--- src/hdl/assert_macros.svh ---
// Assertion macros shared by the pad color parser RTL.
// Needs clk_i and rst_ni in the module that uses them.
`ifndef ASSERT_MACROS_SVH
`define ASSERT_MACROS_SVH

// Property checked on every rising clock edge outside reset.
`define ASSERT_CLK(label, prop, msg) \
  label: assert property (@(posedge clk_i) disable iff (!rst_ni) prop) else $error(msg);

// Condition that must never hold outside reset.
`define ASSERT_NEVER(label, cond, msg) \
  label: assert property (@(posedge clk_i) disable iff (!rst_ni) !(cond)) else $error(msg);

`endif

--- src/hdl/pcp_pkg.sv ---
// Package for the pad color command parser: sizes, codes, characters and types.
// No dependencies.
package pcp_pkg;

  localparam int PADS        = 4;
  localparam int FIELD_CHARS = 7;
  localparam int MAX_OUT     = 4;
  localparam int PAD_W       = 2;
  localparam int CC_W        = $clog2(FIELD_CHARS + 1);
  localparam int VAL_W       = 16;
  localparam int FI_W        = 2;

  localparam logic [FI_W-1:0]  FIELD_LAST_IDX = FI_W'(3);
  localparam int               BURST_COUNT    = (PADS < MAX_OUT) ? PADS : MAX_OUT;
  localparam logic [PAD_W-1:0] LAST_BURST_PAD = PAD_W'(BURST_COUNT - 1);
  localparam logic [PAD_W-1:0] LAST_SCAN_PAD  = PAD_W'(PADS - 1);

  localparam logic [VAL_W-1:0] OFF_LIMIT_RST    = 16'd1000;
  localparam logic [VAL_W-1:0] RED_LIMIT_RST    = 16'd8000;
  localparam logic [VAL_W-1:0] GREEN_LIMIT_RST  = 16'd13000;
  localparam logic [VAL_W-1:0] REPORT_FLOOR_RST = 16'd2000;
  localparam logic [VAL_W-1:0] FULL_LEVEL_RST   = 16'd1023;

  localparam logic [7:0] CH_COMMA = 8'h2C;
  localparam logic [7:0] CH_LF    = 8'h0A;
  localparam logic [7:0] CH_SPACE = 8'h20;
  localparam logic [7:0] CH_TAB   = 8'h09;
  localparam logic [7:0] CH_VT    = 8'h0B;
  localparam logic [7:0] CH_FF    = 8'h0C;
  localparam logic [7:0] CH_CR    = 8'h0D;
  localparam logic [7:0] CH_PLUS  = 8'h2B;
  localparam logic [7:0] CH_MINUS = 8'h2D;
  localparam logic [7:0] CH_ZERO  = 8'h30;
  localparam logic [7:0] CH_NINE  = 8'h39;

  typedef enum logic [1:0] {
    OP_SERIAL   = 2'd0,
    OP_PRESSURE = 2'd1,
    OP_LINK     = 2'd2
  } op_e;

  typedef enum logic [2:0] {
    CFG_OFF_LIMIT    = 3'd0,
    CFG_RED_LIMIT    = 3'd1,
    CFG_GREEN_LIMIT  = 3'd2,
    CFG_REPORT_FLOOR = 3'd3,
    CFG_FULL_LEVEL   = 3'd4
  } cfg_e;

  localparam logic KIND_COLOR  = 1'b0;
  localparam logic KIND_REPORT = 1'b1;

  typedef struct packed {
    logic             valid;
    logic [PAD_W-1:0] pad;
    logic [VAL_W-1:0] red;
    logic [VAL_W-1:0] green;
    logic [VAL_W-1:0] blue;
  } pcp_rec_t;

  typedef struct packed {
    logic             kind;
    logic             burst;
    logic [PAD_W-1:0] pad;
    logic [VAL_W-1:0] red;
    logic [VAL_W-1:0] green;
    logic [VAL_W-1:0] blue;
    logic [VAL_W-1:0] pressure;
  } pcp_res_t;

  typedef struct packed {
    logic [1:0]       op;
    logic [7:0]       rx_byte;
    logic [VAL_W-1:0] sample;
    logic             link_up;
  } pcp_item_t;

  typedef struct packed {
    logic neg;
    logic started;
    logic stopped;
  } pcp_flags_t;

endpackage

--- src/hdl/pcp_parser.sv ---
// Serial record parser: decodes "pad,r,g,b" records one character per strobe.
// Depends on pcp_pkg and assert_macros.svh.
`include "assert_macros.svh"

module pcp_parser (
  input  logic              clk_i,
  input  logic              rst_ni,
  input  logic              strobe_i,
  input  logic [7:0]        byte_i,
  input  logic              clear_i,
  output pcp_pkg::pcp_rec_t rec_o
);
  import pcp_pkg::*;

  logic [FI_W-1:0]  fi_q, fi_d;
  logic [CC_W-1:0]  cc_q, cc_d;
  logic [VAL_W-1:0] acc_q, acc_d;
  pcp_flags_t       flags_q, flags_d;
  logic [VAL_W-1:0] cap_q [3];
  logic [VAL_W-1:0] cap_d [3];

  logic             is_term, is_digit, is_blank, is_sign;
  logic [VAL_W-1:0] field_val, acc_next;

  assign is_term  = (byte_i == CH_COMMA) || (byte_i == CH_LF);
  assign is_digit = (byte_i >= CH_ZERO) && (byte_i <= CH_NINE);
  assign is_blank = (byte_i == CH_SPACE) || (byte_i == CH_TAB) || (byte_i == CH_VT) ||
                    (byte_i == CH_FF) || (byte_i == CH_CR);
  assign is_sign  = (byte_i == CH_PLUS) || (byte_i == CH_MINUS);
  assign field_val = flags_q.neg ? (VAL_W'(0) - acc_q) : acc_q;
  assign acc_next  = (acc_q << 3) + (acc_q << 1) + {{(VAL_W-4){1'b0}}, byte_i[3:0]};

  always_comb begin
    fi_d    = fi_q;
    cc_d    = cc_q;
    acc_d   = acc_q;
    flags_d = flags_q;
    cap_d   = cap_q;
    rec_o   = '0;
    if (strobe_i) begin
      if (is_term) begin
        cc_d    = '0;
        acc_d   = '0;
        flags_d = '0;
        if (fi_q != FIELD_LAST_IDX) begin
          cap_d[fi_q] = field_val;
          fi_d        = fi_q + FI_W'(1);
        end else begin
          fi_d      = '0;
          cap_d[0]  = '0;
          cap_d[1]  = '0;
          cap_d[2]  = '0;
          rec_o.valid = (cap_q[0] < VAL_W'(PADS));
          rec_o.pad   = cap_q[0][PAD_W-1:0];
          rec_o.red   = cap_q[1];
          rec_o.green = cap_q[2];
          rec_o.blue  = field_val;
        end
      end else if (cc_q == CC_W'(FIELD_CHARS)) begin
        // overlong field drops the record
        cc_d    = '0;
        acc_d   = '0;
        flags_d = '0;
        fi_d    = '0;
      end else begin
        cc_d = cc_q + CC_W'(1);
        priority if (flags_q.stopped) begin
        end else if (!flags_q.started) begin
          priority if (is_blank) begin
          end else if (is_sign) begin
            flags_d.started = 1'b1;
            flags_d.neg     = (byte_i == CH_MINUS);
          end else if (!is_digit) begin
            flags_d.stopped = 1'b1;
          end else begin
            flags_d.started = 1'b1;
            acc_d           = acc_next;
          end
        end else if (!is_digit) begin
          flags_d.stopped = 1'b1;
        end else begin
          acc_d = acc_next;
        end
      end
    end
    if (clear_i) begin
      fi_d = '0;
    end
  end

  always_ff @(posedge clk_i or negedge rst_ni) begin
    if (!rst_ni) begin
      fi_q    <= '0;
      cc_q    <= '0;
      acc_q   <= '0;
      flags_q <= '0;
      cap_q   <= '{default: '0};
    end else begin
      fi_q    <= fi_d;
      cc_q    <= cc_d;
      acc_q   <= acc_d;
      flags_q <= flags_d;
      cap_q   <= cap_d;
    end
  end

  `ASSERT_CLK(a_rec_after_three, rec_o.valid |-> (strobe_i && fi_q == FIELD_LAST_IDX), "record without three captured fields")
  `ASSERT_CLK(a_sign_only_started, flags_q.neg |-> flags_q.started, "sign flag set before start")
  `ASSERT_NEVER(a_cc_range, cc_q > CC_W'(FIELD_CHARS), "character count past field limit")

endmodule

--- src/hdl/pad_color_command_parser.sv ---
// Pad color command parser, top level: input register, item logic, result stage.
// Depends on pcp_pkg, pcp_parser and assert_macros.svh.
//
// One item is taken per cycle while the result register is free to accept: each is held in
// the input register, then decoded and applied to the state in a single pass into the result
// register, from which the result is presented. Items that give one result or none keep a
// one-per-cycle rate while the output is ready. A link-down item gives one color clear per
// pad, sent as a burst of four transfers from the result register, one per cycle while the
// output is ready; the input register holds the next item until the burst's final transfer
// is taken. Configuration writes are always ready and take effect next cycle.
`include "assert_macros.svh"

module pad_color_command_parser (
  input  logic        clk_i,
  input  logic        rst_ni,
  // tdata: rx_byte[7:0], sample[23:8], link_up[24], zero[31:25]
  input  logic [31:0] s_axis_tdata,
  // tuser: op[1:0]
  input  logic [1:0]  s_axis_tuser,
  input  logic        s_axis_tvalid,
  output logic        s_axis_tready,
  // tdata: pad[1:0], red[17:2], green[33:18], blue[49:34], pressure[65:50], zero[71:66]
  output logic [71:0] m_axis_tdata,
  // tuser: kind[0]
  output logic [0:0]  m_axis_tuser,
  output logic        m_axis_tlast,
  output logic        m_axis_tvalid,
  input  logic        m_axis_tready,
  input  logic        cfg_valid_i,
  output logic        cfg_ready_o,
  input  logic [2:0]  cfg_addr_i,
  input  logic [15:0] cfg_data_i
);
  import pcp_pkg::*;

  logic [VAL_W-1:0] off_limit_q, red_limit_q, green_limit_q, report_floor_q, full_level_q;

  logic       in_valid_q;
  pcp_item_t  in_q;

  logic [PAD_W-1:0] scan_q, scan_d;
  logic             link_q, link_d;
  logic [VAL_W-1:0] last_q [PADS];

  logic     out_valid_q, out_valid_d;
  pcp_res_t res_q, res_d, res_new;
  logic     gen, out_last, out_free, advance;
  logic     sample_new, link_drop, parse_stb;
  pcp_rec_t rec;
  logic     res_dark, out_burst, out_report, in_stall;

  // configuration
  assign cfg_ready_o = 1'b1;

  always_ff @(posedge clk_i or negedge rst_ni) begin
    if (!rst_ni) begin
      off_limit_q    <= OFF_LIMIT_RST;
      red_limit_q    <= RED_LIMIT_RST;
      green_limit_q  <= GREEN_LIMIT_RST;
      report_floor_q <= REPORT_FLOOR_RST;
      full_level_q   <= FULL_LEVEL_RST;
    end else if (cfg_valid_i) begin
      unique case (cfg_addr_i)
        CFG_OFF_LIMIT:    off_limit_q    <= cfg_data_i;
        CFG_RED_LIMIT:    red_limit_q    <= cfg_data_i;
        CFG_GREEN_LIMIT:  green_limit_q  <= cfg_data_i;
        CFG_REPORT_FLOOR: report_floor_q <= cfg_data_i;
        CFG_FULL_LEVEL:   full_level_q   <= cfg_data_i;
        default: ;
      endcase
    end
  end

  // handshake
  assign out_last      = !res_q.burst || (res_q.pad == LAST_BURST_PAD);
  assign out_free      = !out_valid_q || (m_axis_tready && out_last);
  assign advance       = in_valid_q && out_free;
  assign s_axis_tready = !in_valid_q || advance;

  always_ff @(posedge clk_i or negedge rst_ni) begin
    if (!rst_ni) begin
      in_valid_q <= 1'b0;
    end else if (s_axis_tready) begin
      in_valid_q <= s_axis_tvalid;
    end
  end

  always_ff @(posedge clk_i) begin
    if (s_axis_tvalid && s_axis_tready) begin
      in_q.op      <= s_axis_tuser;
      in_q.rx_byte <= s_axis_tdata[7:0];
      in_q.sample  <= s_axis_tdata[23:8];
      in_q.link_up <= s_axis_tdata[24];
    end
  end

  // item logic
  assign parse_stb  = advance && (in_q.op == OP_SERIAL);
  assign link_drop  = advance && (in_q.op == OP_LINK) && link_q && !in_q.link_up;
  assign sample_new = (last_q[scan_q] != in_q.sample);

  pcp_parser u_parser (
    .clk_i    (clk_i),
    .rst_ni   (rst_ni),
    .strobe_i (parse_stb),
    .byte_i   (in_q.rx_byte),
    .clear_i  (link_drop),
    .rec_o    (rec)
  );

  always_comb begin
    gen     = 1'b0;
    res_new = '0;
    scan_d  = scan_q;
    link_d  = link_q;
    unique case (in_q.op)
      OP_SERIAL: begin
        gen           = rec.valid;
        res_new.kind  = KIND_COLOR;
        res_new.pad   = rec.pad;
        res_new.red   = rec.red;
        res_new.green = rec.green;
        res_new.blue  = rec.blue;
      end
      OP_PRESSURE: begin
        scan_d      = (scan_q == LAST_SCAN_PAD) ? '0 : scan_q + PAD_W'(1);
        res_new.pad = scan_q;
        if (sample_new) begin
          if (!link_q) begin
            gen          = 1'b1;
            res_new.kind = KIND_COLOR;
            priority if (in_q.sample < off_limit_q) begin
            end else if (in_q.sample < red_limit_q) begin
              res_new.red = full_level_q;
            end else if (in_q.sample < green_limit_q) begin
              res_new.green = full_level_q;
            end else begin
              res_new.blue = full_level_q;
            end
          end else if (in_q.sample > report_floor_q) begin
            gen              = 1'b1;
            res_new.kind     = KIND_REPORT;
            res_new.pressure = in_q.sample;
          end
        end
      end
      OP_LINK: begin
        link_d        = in_q.link_up;
        gen           = link_q && !in_q.link_up;
        res_new.kind  = KIND_COLOR;
        res_new.burst = 1'b1;
      end
      default: ;
    endcase
  end

  always_ff @(posedge clk_i or negedge rst_ni) begin
    if (!rst_ni) begin
      scan_q <= '0;
      link_q <= 1'b0;
      last_q <= '{default: '0};
    end else if (advance) begin
      scan_q <= scan_d;
      link_q <= link_d;
      if (in_q.op == OP_PRESSURE) begin
        last_q[scan_q] <= in_q.sample;
      end
    end
  end

  // result stage
  always_comb begin
    out_valid_d = out_valid_q;
    res_d       = res_q;
    if (out_valid_q && m_axis_tready) begin
      if (out_last) begin
        out_valid_d = 1'b0;
      end else begin
        res_d.pad = res_q.pad + PAD_W'(1);
      end
    end
    if (advance && gen) begin
      out_valid_d = 1'b1;
      res_d       = res_new;
    end
  end

  always_ff @(posedge clk_i or negedge rst_ni) begin
    if (!rst_ni) begin
      out_valid_q <= 1'b0;
    end else begin
      out_valid_q <= out_valid_d;
    end
  end

  always_ff @(posedge clk_i) begin
    res_q <= res_d;
  end

  assign m_axis_tvalid   = out_valid_q;
  assign m_axis_tlast    = out_last;
  assign m_axis_tuser[0] = res_q.kind;
  assign m_axis_tdata    = {6'b0, res_q.pressure, res_q.blue, res_q.green, res_q.red,
                            res_q.pad};

  assign res_dark   = (res_q.red == '0) && (res_q.green == '0) && (res_q.blue == '0);
  assign out_burst  = m_axis_tvalid && res_q.burst;
  assign out_report = m_axis_tvalid && (res_q.kind == KIND_REPORT);
  assign in_stall   = in_valid_q && !advance;

  `ASSERT_CLK(a_multi_only_burst, (m_axis_tvalid && !m_axis_tlast) |-> res_q.burst, "bad tlast")
  `ASSERT_CLK(a_burst_zero, out_burst |-> (res_dark && res_q.kind == KIND_COLOR), "lit burst")
  `ASSERT_CLK(a_report_clean, out_report |-> (res_dark && !res_q.burst), "lit report")
  `ASSERT_CLK(a_hold_input, in_stall |=> (in_valid_q && $stable(in_q)), "input item lost")

endmodule

--- config.mk ---
export PLATFORM = sky130hd
export DESIGN_NAME = pad_color_command_parser
export DESIGN_NICKNAME = d
export VERILOG_FILES = /design/src/hdl/pcp_pkg.sv /design/src/hdl/pcp_parser.sv /design/src/hdl/pad_color_command_parser.sv
export VERILOG_INCLUDE_DIRS = /design/src /design/src/hdl
export SDC_FILE = /design/constraint.sdc
export NUM_CORES = 1
export LEC_CHECK = 0
export BUFFER_PORTS_ARGS = -buffer_cell sky130_fd_sc_hd__buf_4
export CORE_UTILIZATION = 55
export DETAILED_ROUTE_END_ITERATION = 8
export PLACE_DENSITY = 0.74
export SYNTH_ARGS = -nofsm -noshare
export SYNTH_HDL_FRONTEND = slang
export SYNTH_SLANG_ARGS = --single-unit
--- constraint.sdc ---
create_clock -name clk_i -period 4.38 [get_ports clk_i]
set_clock_uncertainty 0.1 [all_clocks]
set_input_delay 0.219 -clock clk_i [delete_from_list [all_inputs] [get_ports clk_i]]
set_output_delay 0.219 -clock clk_i [all_outputs]
set_load 0.03 [all_outputs]
Word-level counts from Yosys, hierarchy flattened:

Cells that the tools add are included.

* output and inout port bits: 77
* word-level logic and storage cells: 190
* register bits: 316
* input bits: 58

* bitwise gates (word level): 2
* $lt $le $gt $ge: 11
* reduce and logical (&&, ||, !) cells: 49
* add/subtract/negate cells: 7
* equality and inequality tests: 26
* mux-type cells: 62

Operator list (count)
* $mux W16: 18
* $mux W51: 3
* $mux W48: 3
* $pmux W50 S2: 1
* $mux W66: 1
* $bwmux W64: 1
* $demux W16 S2: 2
* $mux W64: 1
* $bwmux W48: 1
* $lt A16 B16 Y1: 3
* $eq A8 B4 Y1 const B: 5
* $bmux W16 S2: 1
* $eq A8 B6 Y1 const B: 4
* $mux W32: 1
* $reduce_and A2 Y1: 12
* $mux W2: 9
* $mux W3: 6
* $add A16 B16 Y16: 1
* $add A16 B4 Y16: 1
* $gt A16 B16 Y1: 1
* $lt A16 B3 Y1 const B: 1
* $ne A16 B16 Y1: 1
* $sub A1 B16 Y16 const A: 1
* $logic_and A1 B1 Y1: 13
* 28 further kinds: 66

Depth between registers and ports, before layout:

Gate-level depths: netlist of run 1.

* depth after elaboration: 11
* gate-level depth with buffers: 11
* gate-level depth less buffers: 11

By module:

A second synthesis of run 1 with hierarchy kept.

* cells, all modules: 1399
* area total of the unflattened synthesis: 16276.9 um2

By module, submodules not included
* pad_color_command_parser: times used 1, area each 11962.7 um2, cells an instance 940
* pcp_parser: times used 1, area each 4314.1 um2, cells an instance 459

Least setup slack after synthesis of run 1:

Ideal clock, no wire load.

* kind: flip-flop to flip-flop
* from: register in_q[19] (netlist name)
* to: register res_q (netlist bit m_axis_tdata[1]) (data pin)
* buffers on the path: 1
* cell stages (with the launch flop): 8
* path slack: 1116 ps
* arrival: 2904 ps
* data required time: 4020 ps
* cell sequence: edfxtp_1 clkbuf_1 or3b_1 a211o_1 or4_1 o21ai_1 a22o_4 mux2_4

RTL lines
* start: declaration: line pad_color_command_parser.sv:39 `pcp_item_t in_q;`
* end signal: assignment: line pad_color_command_parser.sv:197 `res_q <= res_d;`
* end: declaration: line pad_color_command_parser.sv:46 `pcp_res_t res_q, res_d, res_new;`

Worst setup path in the final report of run 1:

* from: register in_q[21] (netlist name)
* to: register res_q (netlist bit m_axis_tdata[33]), enable pin

* cells in the longest elaborated chain, start to end: 6

Ends and longest elaborated chain
* $eq A8 B6 Y1 or $eq A8 B4 Y1 (tied branches): line pcp_parser.sv:25 `assign is_term = (byte_i == CH_COMMA) || (byte_i == CH_LF);`
* $logic_or A1 B1 Y1 *: line pcp_parser.sv:25
* $mux W51 *: line pcp_parser.sv:41 `if (is_term) begin`
* $mux W51 *: line pcp_parser.sv:40 `if (strobe_i) begin`
* $pmux W1 S3 *: line pad_color_command_parser.sv:116 `unique case (in_q.op)`
* $logic_and A1 B1 Y1 *: line pad_color_command_parser.sv:182 `if (advance && gen) begin`

Mark *: on every way between the ends. The rest lies on a longest branch, timed or not.
A chain may end at the register's enable or synchronous reset.

==> results.txt, run 1 <==
* Maximum number of pins on one net before global-route repair: 140
* Fill cell total of the finished layout: 2,136
- Relative area change from synthesis to final layout: 14.7%
* Initial core utilization: 56.5%
- Share of the core filled with cells: 64.8%
* Relative slew slack: 16.7%
* Post-synth top cells: sky130_fd_sc_hd__dfrtp_1, sky130_fd_sc_hd__nand2_1, sky130_fd_sc_hd__o21ai_0
* Number of buffers inserted for hold repair after clock tree synthesis: 45
- In the post-synthesis netlist, the biggest area contributors are sky130_fd_sc_hd__dfrtp_1, sky130_fd_sc_hd__edfxtp_1, sky130_fd_sc_hd__ha_1, sky130_fd_sc_hd__mux2_2, sky130_fd_sc_hd__dfstp_2.
* First DRT Iteration DRCs: 690
- The share of synthesized area in the top cell type comes to 29.6%.
- The via count of the first global-routing pass is 10,500.
* Final GP Congestion: 0.849
* Die Y-Extent: 172 µm
* Number of nets with antenna violations after detailed routing: 0
- Path type of the worst min-delay path: in2reg
- Prevailing post-synth register cell: sky130_fd_sc_hd__dfrtp_1
* Setup Total Neg Slack: 0 ns
- TritonCTS buffer count: 34
* X dimension of the die: 172 µm
- Counting I/O delays and the setup requirement, the final critical path takes 3.79 ns.
- Number of levels the H-tree was split into: 2
* Count of non-filler cells in the finished layout: 1,835
- VDD sags by at most 0.000421 V.
* TritonCTS clock tree: done
* Arrival time worst endpoint: 3.88 ns
* Core outline area: 0.0280 mm²
* Placed wire-length estimate after detailed placement: 24,400 µm
* Number of vias per cell after detailed routing: 5.70
- Along the worst path, the maximum fanout reaches 34.
- Yosys printed 0 warnings.
- Placement row count: 61
- The final number of hold-violating endpoints is 0.
- Count of antenna diodes in the layout: 0
- The first detailed-routing pass ran for 5 iterations.
- Wires add up to 35,300 µm.
- After detailed routing, the average wire length per cell comes to 19.2 µm.
* Port bufs: 120
- CP Capture Type: flop
* Maximum clock path buffer count: 3
* Total global routing overflow: 0
- Leakage: 7.91 nW
- Cell accounting for the most synthesized area: sky130_fd_sc_hd__dfrtp_1
- CTS root buffer: sky130_fd_sc_hd__clkbuf_16
- Type of origin of the critical path: flop
- Power spread over the standard cell area amounts to 511 mW/mm².
- The initial antenna violation count was 0.
- Setup repair bufs after CTS: 0
- The tree built by TritonCTS fans out to 316 sinks.
- Cell area after placement: 0.0167 mm²
- Number of distinct library cell variants in the gate-level netlist after synthesis: 69
* Finish-stage setup viols: 0
* Result of the run: finished clean
- RSZ-0062 raised after global routing: no
- At the pin with the least slew margin, the transition time is 1.24 ns.
- Routed via count: 10,500
* Global-route wire length before repair: 56,600 µm
* Final slew viol count: 0
- Static timing analysis puts the maximum clock frequency at 0.264 GHz.
* All-layer global routing usage: 25.2%
- Yosys reg bits: 316
- Kind of critical path: reg2reg
- Fraction of final layout cells sized beyond drive strength 1: 23.5%
* Post-Syn Instances: 1,325
* IO Pins: 135
* Area occupied by multi-input gates: 0.00642 mm²
* Overall die area: 0.0295 mm²
- Top-count cell post-synth: sky130_fd_sc_hd__dfrtp_1
* Synth Area per Inst: 11.9 µm²
- After synthesis, the share of flip-flops with an asynchronous set or reset is 69.9%.
* Clock Pin Slew Worst Setup and Hold Paths: 0.06 ns
- Total of max-cap violations: 0
* Post-synth EDFFs: 95
* Worst Path Required: 4.47 ns
* Area taken by flip-flops and latches: 0.00843 mm²
- Placed Instances: 1,729
- After layout, the worst path uses 86.5% of the clock period.
- At the later pin of the worst-skew pair, clock insertion delay measures 0.52 ns.
- Post_cts resized: 0
- Final net count: 1,591
- Summing every instance area after synthesis gives 0.0158 mm².
- Once layout is done, the placed cells without fillers occupy 0.0182 mm².
* Share of synthesized area occupied by flip-flops and latches: 53.2%
- After detailed routing, the number of remaining DRC violations is 0.
[registers in the layout (all words and copies together) (netlist names), 2 cells and up]
signal / count
scan_q: 2
u_parser.cap_q: 48
u_parser.cc_q: 3
u_parser.flags_q: 3
green_limit_q: 16
off_limit_q: 16
full_level_q: 16
m_axis_tdata: 66
last_q: 64
report_floor_q: 16
in_q: 27
u_parser.acc_q: 16
red_limit_q: 16
u_parser.fi_q: 2
[cell usage in the layout (no fill, tap or decap), types with 8 or more instances in the layout]
cell | synthesis | layout
sky130_fd_sc_hd__clkbuf_1 | 35 | 9
sky130_fd_sc_hd__clkbuf_16 | 0 | 35
sky130_fd_sc_hd__nor2_1 | 25 | 25
sky130_fd_sc_hd__nand3_1 | 16 | 16
sky130_fd_sc_hd__nor2b_1 | 8 | 8
sky130_fd_sc_hd__o21ai_1 | 13 | 13
sky130_fd_sc_hd__dfrtp_1 | 187 | 187
sky130_fd_sc_hd__a21o_1 | 10 | 10
sky130_fd_sc_hd__nor3_1 | 19 | 18
sky130_fd_sc_hd__and2_1 | 20 | 20
sky130_fd_sc_hd__ha_1 | 99 | 99
sky130_fd_sc_hd__o2bb2ai_1 | 10 | 10
sky130_fd_sc_hd__xnor2_1 | 23 | 23
sky130_fd_sc_hd__dfstp_2 | 34 | 34
sky130_fd_sc_hd__a22o_1 | 57 | 57
sky130_fd_sc_hd__o21ai_0 | 107 | 107
sky130_fd_sc_hd__dlygate4sd3_1 | 0 | 45
sky130_fd_sc_hd__buf_4 | 73 | 133
sky130_fd_sc_hd__inv_1 | 75 | 75
sky130_fd_sc_hd__nand4_1 | 12 | 12
sky130_fd_sc_hd__a211oi_1 | 9 | 9
sky130_fd_sc_hd__nand2_1 | 133 | 133
sky130_fd_sc_hd__mux2_2 | 96 | 96
sky130_fd_sc_hd__mux4_2 | 16 | 16
sky130_fd_sc_hd__edfxtp_1 | 95 | 95
sky130_fd_sc_hd__xor2_1 | 19 | 19
sky130_fd_sc_hd__a21oi_1 | 30 | 30
[layer usage]
layer	share of wire, %	track usage [%]
met2	47	40.7
met1	45	35.2
met4	2.6	7.49
met3	4.9	3.70
met5	0	0
[path summary, 6_finish.rpt]
path,from,end,slack (ns),depth (start not counted)
max,in_q[21]$_DFFE_PP_,m_axis_tdata[33]$_SDFFCE_PN0P_,0.59,6
max reg2reg,in_q[21]$_DFFE_PP_,m_axis_tdata[33]$_SDFFCE_PN0P_,0.59,6
max in group asynchronous,rst_ni,full_level_q[0]$_DFFE_PN1P_,2.74,3
min reg2reg,u_parser.cc_q[1]$_DFFE_PN0P_,u_parser.cc_q[1]$_DFFE_PN0P_,0.38,2
min,m_axis_tready,m_axis_tdata[1]$_DFFE_PP_,0.08,3
min in group asynchronous,rst_ni,last_q[5]$_DFFE_PN0P_,0.32,2
[area by class of cell]
| class | count | share of cell area [%] |
|---|---|---|
| Tap cell | 378 | 2.60 |
| Multi-Input combinational cell | 824 | 35.3 |
| Sequential cell | 316 | 46.4 |
| Inverter | 75 | 1.55 |
| Clock buffer | 49 | 5.39 |
| Clock inverter | 12 | 0.455 |
| Timing Repair Buffer | 181 | 8.28 |
[per-stage QoR]
| step | power, W | setup slack [ns] | hold slack [ns] |
|---|---|---|---|
| detailed placement | 0.00653 | 0.621 | 0.298 |
| global route | 0.00974 | 0.422 | 0.0862 |
| global placement | 0.00642 | 0.666 | 0.297 |
| floorplan | 0.00593 | 1.12 | -0.177 |
| finish | 0.00927 | 0.592 | 0.0795 |
| CTS | 0.00933 | 0.605 | 0.0611 |
[cells by family after synthesis]
kind of cell / Yosys count / synth area share (%)
and+or+nand+nor: 281 / 8.86
muxes: 116 / 9.39
other: 2 / 0.0474
adders and majority gates: 101 / 8.08
DFF: 316 / 53.2
buffers and inverters: 190 / 6.47
xor gates and xnor gates: 43 / 2.43
AOI/OAI and AO/OA: 276 / 11.5
[worst max-delay path: stages, from the launching register on]
cell and delay, ns:
sky130_fd_sc_hd__edfxtp_1 0.41, sky130_fd_sc_hd__or4b_1 0.59, sky130_fd_sc_hd__a211o_1 0.45, sky130_fd_sc_hd__or4_1 0.80, sky130_fd_sc_hd__o21ai_1 0.25, sky130_fd_sc_hd__a22o_4 0.49
sky130_fd_sc_hd__buf_4 0.37
[power breakdown]
group	total, W	internal [W]	switching, W
combinational	0.00231	0.00114	0.00116
clock	0.00277	0.00161	0.00115
sequential	0.00420	0.00376	0.000442
total	0.00927	0.00651	0.00276
No activity file was read; power rests on OpenSTA's default activity.
==> run 2: changes to the inputs <==
--- a/config.mk
+++ b/config.mk
@@ -7,6 +7,7 @@
 export NUM_CORES = 1
 export LEC_CHECK = 0
 export BUFFER_PORTS_ARGS = -buffer_cell sky130_fd_sc_hd__buf_4
+export CORE_MARGIN = 4
 export CORE_UTILIZATION = 55
 export DETAILED_ROUTE_END_ITERATION = 8
 export PLACE_DENSITY = 0.74
==> run 2 against run 1 <==
Net effect: total power grew 3.5%; hold slack gained 0.012 ns; die area grew 7.1%; clock power grew 12%; utilization grew 0.39 points; register-to-register slack gained 0.12 ns; sequential cell count is the same; non-clock buffer count is the same; largest cell class unchanged; largest power group unchanged; highest routed layer unchanged.
==> results.txt, run 2 (same netlist as run 1, synthesis figures left out) <==
* Result of the run: finished clean
* Kind of critical path: reg2reg
- The maximum vdd ir drop came to 0.000317 V (-25%).
- The number of placed instances with taps included came to 1,729 (unchanged).
- The post-route minimum period came to 3.67 ns (-0.115 ns).
- Number of nets with antenna violations after detailed routing: 0 (unchanged)
* Total iterations of the first detailed-routing run: 5 (unchanged)
* Total of max-cap violations: 0 (unchanged)
- Fin area: 0.0183 mm² (+0.88%)
* First DRT Iteration DRCs: 959 (+39%)
- Placement row count: 61 (unchanged)
* Initial antenna violation count: 0 (unchanged)
- Period utilization: 83.8% (-2.6 points)
- The largest net degree at the start of global routing is 121 (-14%).
- CTS root buffer: sky130_fd_sc_hd__clkbuf_16
* Relative slew slack: 14.4% (-2.3 points)
* Worst R2R Path Depth: 7 (+1)
- WL final: 35,800 µm (+1.5%)
* IO Pins: 135 (unchanged)
* Path type of the worst min-delay path: in2reg
* Post_cts resized: 0 (unchanged)
- Count of non-filler cells in the finished layout: 1,838 (+0.16%)
- TritonCTS built the clock tree.
* Commonest cells after routing, fill and taps aside: sky130_fd_sc_hd__dfrtp_1, sky130_fd_sc_hd__nand2_1, sky130_fd_sc_hd__buf_4, sky130_fd_sc_hd__o21ai_0, sky130_fd_sc_hd__ha_1
- The fraction of final layout cells sized beyond drive strength 1 is 23.9% (+0.38 points).
* Peak fanout along the critical path: 20 (-41%)
* Global-route wire length before repair: 57,600 µm (+1.8%)
- The maximum count of clock buffers along a single path came to 3 (unchanged).
- Core outline area: 0.0281 mm² (+0.27%)
- Met3 usage: 3.17% (-0.53 points)
- Final Hold Violating Endpoints: 0 (unchanged)
- The count of clock tree sinks is 316 (unchanged).
* TritonCTS buffer count: 35 (+2.9%)
* Worst hold path startpoint: m_axis_tready
- The routed wire length per instance came to 19.5 µm (+1.3%).
- Peak-usage layer in the global routing report: met2
* Number of levels the H-tree was split into: 2 (unchanged)
- Port bufs: 120 (unchanged)
* Share of the core filled with cells: 65.2% (+0.39 points)
* DR DRC count: 0 (unchanged)
* Arrival time worst endpoint: 3.94 ns (+0.06 ns)
- The transition time at the pin with the least slew margin is 1.28 ns (+0.0343 ns).
* Type of origin of the critical path: flop
- The effective utilization at floorplan was 56.4% (-0.15 points).
* Met1 layer usage reported by global route: 32.1% (-3.1 points)
- Final slew viol count: 0 (unchanged)
- The via density per instance was 5.70 (about the same).
- Die Y-Extent: 178 µm (+3.5%)
- Grt met2 use: 39.0% (-1.7 points)
* Worst flop-to-flop path endpoint: m_axis_tdata[34]$_SDFFCE_PN0P_
* Instance count along the most critical hold path: 4 (+1)
* Relative area change from synthesis to final layout: 15.8%
- Most common library cell in the layout ignoring fill and taps: sky130_fd_sc_hd__dfrtp_1
* Finish-stage setup viols: 0 (unchanged)
- The total negative slack came to 0 ns (unchanged).
* Final GP Congestion: 0.802 (-5.5%)
- The number of vias in the routed layout was 10,500 (+0.086%).
- Max Freq: 0.272 GHz (+3.1%)
- The leakage power of the design was 7.98 nW (+0.90%).
* All-layer global routing usage: 23.2% (-2.0 points)
- Vias in the first global route: 10,600 (+1.4%)
* Worst Path Required: 4.65 ns (+0.18 ns)
- The area of the die came to 0.0316 mm² (+7.1%).
* CP Capture Type: flop
- Power per cell area: 524 mW/mm² (+2.6%)
- The overall overflow remaining after global route is 0 (unchanged).
* Clock Pin Slew Worst Setup and Hold Paths: 0.06 ns (about the same)
- Placed wire-length estimate after detailed placement: 24,400 µm (about the same)
* RSZ-0062 raised after global routing: no
- The clock network latency to the later pin of the worst-skew pair is 0.52 ns (about the same).
- The placed cell area came to 0.0166 mm² (about the same).
- The flip-flop count of the largest register after layout came to 66 (unchanged).
* Origin of the critical flop-to-flop path: scan_q[1]$_DFFE_PN0P_
* Final net count: 1,592 (+0.063%)
* Setup slack of the most critical reg-to-reg path: 0.71 ns (+0.12 ns)
- Destination of the worst hold path: in_valid_q$_DFFE_PN0N_
- X dimension of the die: 178 µm (+3.5%)
-- run 2: layout make-up --
class | count | area, µm²
Fill cell | 2134 | 9760
Sequential cell | 316 | 8430
Clock inverter | 13 | 238
Clock buffer | 50 | 982
Tap cell | 378 | 473
Inverter | 75 | 282
Antenna cell | 1 | 2.50
Timing Repair Buffer | 181 | 1500
Multi-Input combinational cell | 824 | 6420
-- run 2: metal layers --
| metal | vias to the layer above | share of wire, % |
|---|---|---|
| met2 | 259 | 48 |
| met1 | 5214 | 45 |
| met5 | - | 0 |
| li1 | 4939 | - |
| met3 | 60 | 4.5 |
| met4 | 0 | 2.3 |
-- run 2: through the flow --
stage               hold WS (ns)  setup WS [ns]  total power [W]
floorplan                 -0.177           1.12          0.00593
global placement           0.299          0.805          0.00641
detailed placement         0.298          0.725          0.00651
CTS                       0.0307          0.710          0.00966
global route               0.116          0.525           0.0101
finish                    0.0915          0.708          0.00960
-- run 2: critical path, stage by stage, from the launching register on --
cell and delay (ns):
sky130_fd_sc_hd__dfrtp_1 0.97, sky130_fd_sc_hd__mux4_2 0.44, sky130_fd_sc_hd__xnor2_1 0.15, sky130_fd_sc_hd__nand4_1 0.21, sky130_fd_sc_hd__nor4_4 0.10, sky130_fd_sc_hd__nand4b_1 0.24
sky130_fd_sc_hd__nor3b_2 1.04, sky130_fd_sc_hd__a22o_1 0.29
-- run 2: worst max path at each step --
| stage | start | endpoint | slack, ns | cells after the start |
|---|---|---|---|---|
| after global routing | scan_q[1]$_DFFE_PN0P_ | m_axis_tdata[35]$_SDFFCE_PN0P_ | 0.53 | 7 |
| after floorplan | in_q[19]$_DFFE_PP_ | m_axis_tdata[1]$_DFFE_PP_ | 1.12 | 7 |
| after detailed placement | in_q[3]$_DFFE_PP_ | m_axis_tdata[35]$_SDFFCE_PN0P_ | 0.73 | 8 |
| after global placement | scan_q[1]$_DFFE_PN0P_ | m_axis_tdata[34]$_SDFFCE_PN0P_ | 0.80 | 7 |
| after CTS | in_q[3]$_DFFE_PP_ | m_axis_tdata[35]$_SDFFCE_PN0P_ | 0.71 | 8 |
| final | scan_q[1]$_DFFE_PN0P_ | m_axis_tdata[34]$_SDFFCE_PN0P_ | 0.71 | 7 |
-- run 2: timing repair --
action                                 4_1_cts  5_1_grt
setup endpoints to repair                    0        0
hold buffers                                45        0
setup buffers                                0        0
endpoints found under the hold margin      226        0
-- run 2: report_power, final --
part / internal (W) / switching [W] / leakage, nW
clock: 0.00192 / 0.00117 / 0.597
sequential: 0.00376 / 0.000419 / 3.66
combinational: 0.00114 / 0.00119 / 3.72
total: 0.00682 / 0.00278 / 7.98
==> run 3: changes to the inputs <==
==> constraint.sdc (replaced) <==
create_clock -name clk_i -period 3.5 [get_ports clk_i]
set_clock_uncertainty 0.1 [all_clocks]
set_input_delay 0.175 -clock clk_i [delete_from_list [all_inputs] [get_ports clk_i]]
set_output_delay 0.175 -clock clk_i [all_outputs]
set_load 0.03 [all_outputs]
==> run 3 against run 2 <==
Net effect: fmax increased by 8.6%; combinational power up 33%; routed wire length grew 2.6%; hold slack lost 0.035 ns; total power increased by 23%; first-iteration DRC count fell by 25%; register-to-register slack worse by 0.59 ns; cell count up 1.5%; design area increased by 0.74%; critical path type unchanged; critical endpoint is now m_axis_tdata[27]$_SDFFCE_PN0P_; largest power group unchanged; highest routed layer is now met5.
==> results.txt, run 3 (same netlist as run 1, synthesis figures left out) <==
* Result of the run: finished clean
* Actual slew at the worst max-slew pin: 1.24 ns (-0.0379 ns)
* TritonCTS buffer count: 34 (-2.9%)
* Origin of the critical flop-to-flop path: red_limit_q[6]$_DFFE_PN1P_
- The total non-filler cell area in the finished layout was 0.0185 mm² (+0.74%).
- The internal power was 0.00831 W (+22%).
* DR DRC count: 0 (unchanged)
- Count of non-filler cells in the finished layout: 1,865 (+1.5%)
- Share of total power in the clock network: 29.9% (-2.3 points)
* Worst R2R Path Depth: 11 (+4)
- Power per cell area: 640 mW/mm² (+22%)
- The number of top-level design ports is 135 (unchanged).
* WL final: 36,700 µm (+2.6%)
- CP max-delay cell: sky130_fd_sc_hd__nor3_2
- The final-report max-slew violation count is 0 (unchanged).
- The via count of the first global-routing pass came to 10,700 (+0.46%).
- The startpoint identified for the worst hold timing path is m_axis_tready.
* Setup slack of the most critical reg-to-reg path: 0.12 ns (-0.59 ns)
- The path class of the tightest hold or removal check is in2reg.
- The maximum clock frequency came to 0.296 GHz (+8.6%).
- The register clock-pin slew on the reported worst setup and hold paths is 0.07 ns (about the same).
* Delay contributed by the slowest stage of the critical path: 0.98 ns (-0.06 ns)
* Die Y-Extent: 178 µm (unchanged)
- Leakage: 8.06 nW (+0.99%)
- Total of max-cap violations: 0 (unchanged)
- The data required time at the worst endpoint was 3.77 ns (-0.88 ns).
* Chain of cells forming the critical path: inv_1 -> ha_1 -> buf_4 -> and3_1 -> a31oi_1 -> o31ai_1 -> buf_4 -> a221oi_2 -> buf_4 -> nor3_2 -> a22o_1
* Arrival time worst endpoint: 3.65 ns (-0.29 ns)
* Combinational fraction of design power: 26.2% (+2.0 points)
* Crit path max-delay family: simple AND/OR/NAND/NOR gates
- Total global routing overflow: 0 (unchanged)
- Instance count along the most critical hold path: 3 (-1)
- Maximum clock path buffer count: 3 (unchanged)
* Routed via count: 10,600 (+1.4%)
* Peak supply drop: 0.000548 V (+73%)
- The share of the clock period used by the worst path is 96.6% (+13 points).
- The total of buffers placed on input and output ports was 120 (unchanged).
- The post-place setup slack came to 0.0592 ns (-0.666 ns).
* Commonest cells after routing, fill and taps aside: sky130_fd_sc_hd__dfrtp_1, sky130_fd_sc_hd__buf_4, sky130_fd_sc_hd__nand2_1, sky130_fd_sc_hd__o21ai_0, sky130_fd_sc_hd__ha_1
* Kind of critical path: reg2reg
- Worst flop-to-flop path endpoint: m_axis_tdata[27]$_SDFFCE_PN0P_
* CTS root buffer: sky130_fd_sc_hd__clkbuf_16
* Final net count: 1,620 (+1.8%)
- Register share of total power: 43.8% (+0.3 points)
* Number of nets with antenna violations after detailed routing: 0 (unchanged)
* Buf+Inv Stages, Crit Path: 4 (+4)
- Initial core utilization: 56.4% (unchanged)
- Final Hold Violating Endpoints: 0 (unchanged)
- Relative area change from synthesis to final layout: 16.6%
- TritonCTS built the clock tree.
- Fraction of final layout cells sized beyond drive strength 1: 25.0% (+1.1 points)
- All-layer global routing usage: 23.6% (+0.42 points)
* First DRT Iteration DRCs: 723 (-25%)
- The max-slew headroom at the worst pin is 16.7% (+2.3 points).
- The total of endpoints with negative setup slack in the final report came to 0 (unchanged).
* Number of vias per cell after detailed routing: 5.70 (about the same)
- Peak fanout along the critical path: 16 (-20%)
- The routed wire length per instance is 19.7 µm (+1.1%).
* Overall die area: 0.0316 mm² (unchanged)
- Flip-flop count of the largest register, all copies and words added: 66 (unchanged)
- Type of origin of the critical path: flop
- Switching power: 0.00351 W (+26%)
* Num Clock Sinks: 316 (unchanged)
- The number of iterations in the first detailed-routing pass is 5 (unchanged).
- The weighted congestion reported at the end of routability-driven placement was 0.880 (+9.6%).
* Number of levels the H-tree was split into: 2 (unchanged)
- The post-route minimum period was 3.38 ns (-0.291 ns).
- Core outline area: 0.0281 mm² (unchanged)
- Count of antenna diodes in the layout: 0 (-1)
- Cell occurring most often along the worst timing path: sky130_fd_sc_hd__buf_4
- The wire length of the first global-routing pass came to 58,700 µm (+1.8%).
* Share of the core filled with cells: 65.7% (+0.48 points)
* Placed Instances: 1,757 (+1.6%)
* CP Capture Type: flop
* Slack of the critical path: 0.119 ns (-0.589 ns)
- X dimension of the die: 178 µm (unchanged)
- Setup repair after global routing could not meet its margin everywhere.
* Most common library cell in the layout ignoring fill and taps: sky130_fd_sc_hd__dfrtp_1
- Destination of the worst hold path: m_axis_tvalid$_DFFE_PN0P_
- The placed cell area came to 0.0169 mm² (+1.4%).
* Maximum number of pins on one net before global-route repair: 88 (-27%)
- The switching fraction of total power was 29.7% (+0.73 points).
- Clock network latency to the later pin of the worst-skew pair: 0.52 ns (about the same)
- Initial antenna violation count: 2 (+2)
- Placement row count: 61 (unchanged)
- Fill cell total of the finished layout: 2,081 (-2.5%)
* Crit. path cell count: 11 (+4)
- Placed wire-length estimate after detailed placement: 26,000 µm (+6.5%)
- The total negative slack came to 0 ns (unchanged).
[run 3: area by class of cell]
cell class / instances / area (µm²) / share of cell area (%)
clock buffers: 52 / 980 / 5.31
clock inverters: 10 / 126 / 0.685
inverters: 75 / 282 / 1.53
multi-input cells: 824 / 6420 / 34.8
flip-flops and latches: 316 / 8430 / 45.6
well taps: 378 / 473 / 2.56
repair buffers: 210 / 1750 / 9.47
[run 3: power by group through the flow]
stage	Combinational (W)	Sequential, W	Clock, W
2_1_floorplan	0.00235	0.00506	0
3_3_place_gp	0.00296	0.00519	0
3_5_place_dp	0.00306	0.00523	0
4_1_cts	0.00312	0.00517	0.00360
5_1_grt	0.00341	0.00525	0.00376
6_report	0.00310	0.00518	0.00354
[run 3: layer usage]
layer / share of wire, % / track usage, % / up-vias / wire [µm]
met5: 0.035 / 0 / - / 13
met1: 45 / 34.0 / 5257 / 16600
met4: 2.3 / 6.28 / 2 / 837
met3: 5.3 / 3.09 / 65 / 1950
li1: - / - / 4982 / -
met2: 47 / 38.3 / 317 / 17300
[run 3: what timing repair did]
| action | 4_1_cts | 5_1_grt |
|---|---|---|
| setup buffers | 0 | 0 |
| endpoints found under the setup margin | 0 | 48 |
| hold buffers | 46 | 0 |
| gates resized for setup | 0 | 1 |
| endpoints found under the hold margin | 160 | 0 |
[run 3: how the worst max path moves through the flow]
stage,slack [ns],endpoint,from
6_report,0.12,m_axis_tdata[27]$_SDFFCE_PN0P_,red_limit_q[6]$_DFFE_PN1P_
5_1_grt,-0.12,m_axis_tdata[48]$_SDFFCE_PN0P_,red_limit_q[6]$_DFFE_PN1P_
4_1_cts,0.02,m_axis_tdata[17]$_SDFFCE_PN0P_,red_limit_q[6]$_DFFE_PN1P_
3_5_place_dp,0.06,m_axis_tdata[15]$_SDFFCE_PN0P_,red_limit_q[6]$_DFFE_PN1P_
3_3_place_gp,0.10,m_axis_tdata[8]$_SDFFCE_PN0P_,red_limit_q[6]$_DFFE_PN1P_
2_1_floorplan,0.24,m_axis_tdata[1]$_DFFE_PP_,in_q[19]$_DFFE_PP_
[run 3: tightest hold or removal path: stages]
cell	delay, ns
sky130_fd_sc_hd__buf_4	0.11
sky130_fd_sc_hd__a21boi_0	0.11
sky130_fd_sc_hd__or2_1	0.23
[run 3: through the flow]
step / power [W] / hold WS (ns)
2_1_floorplan: 0.00742 / -0.221
3_3_place_gp: 0.00816 / 0.0739
3_5_place_dp: 0.00829 / 0.0782
4_1_cts: 0.0119 / 0.0485
5_1_grt: 0.0124 / 0.0683
6_report: 0.0118 / 0.0569
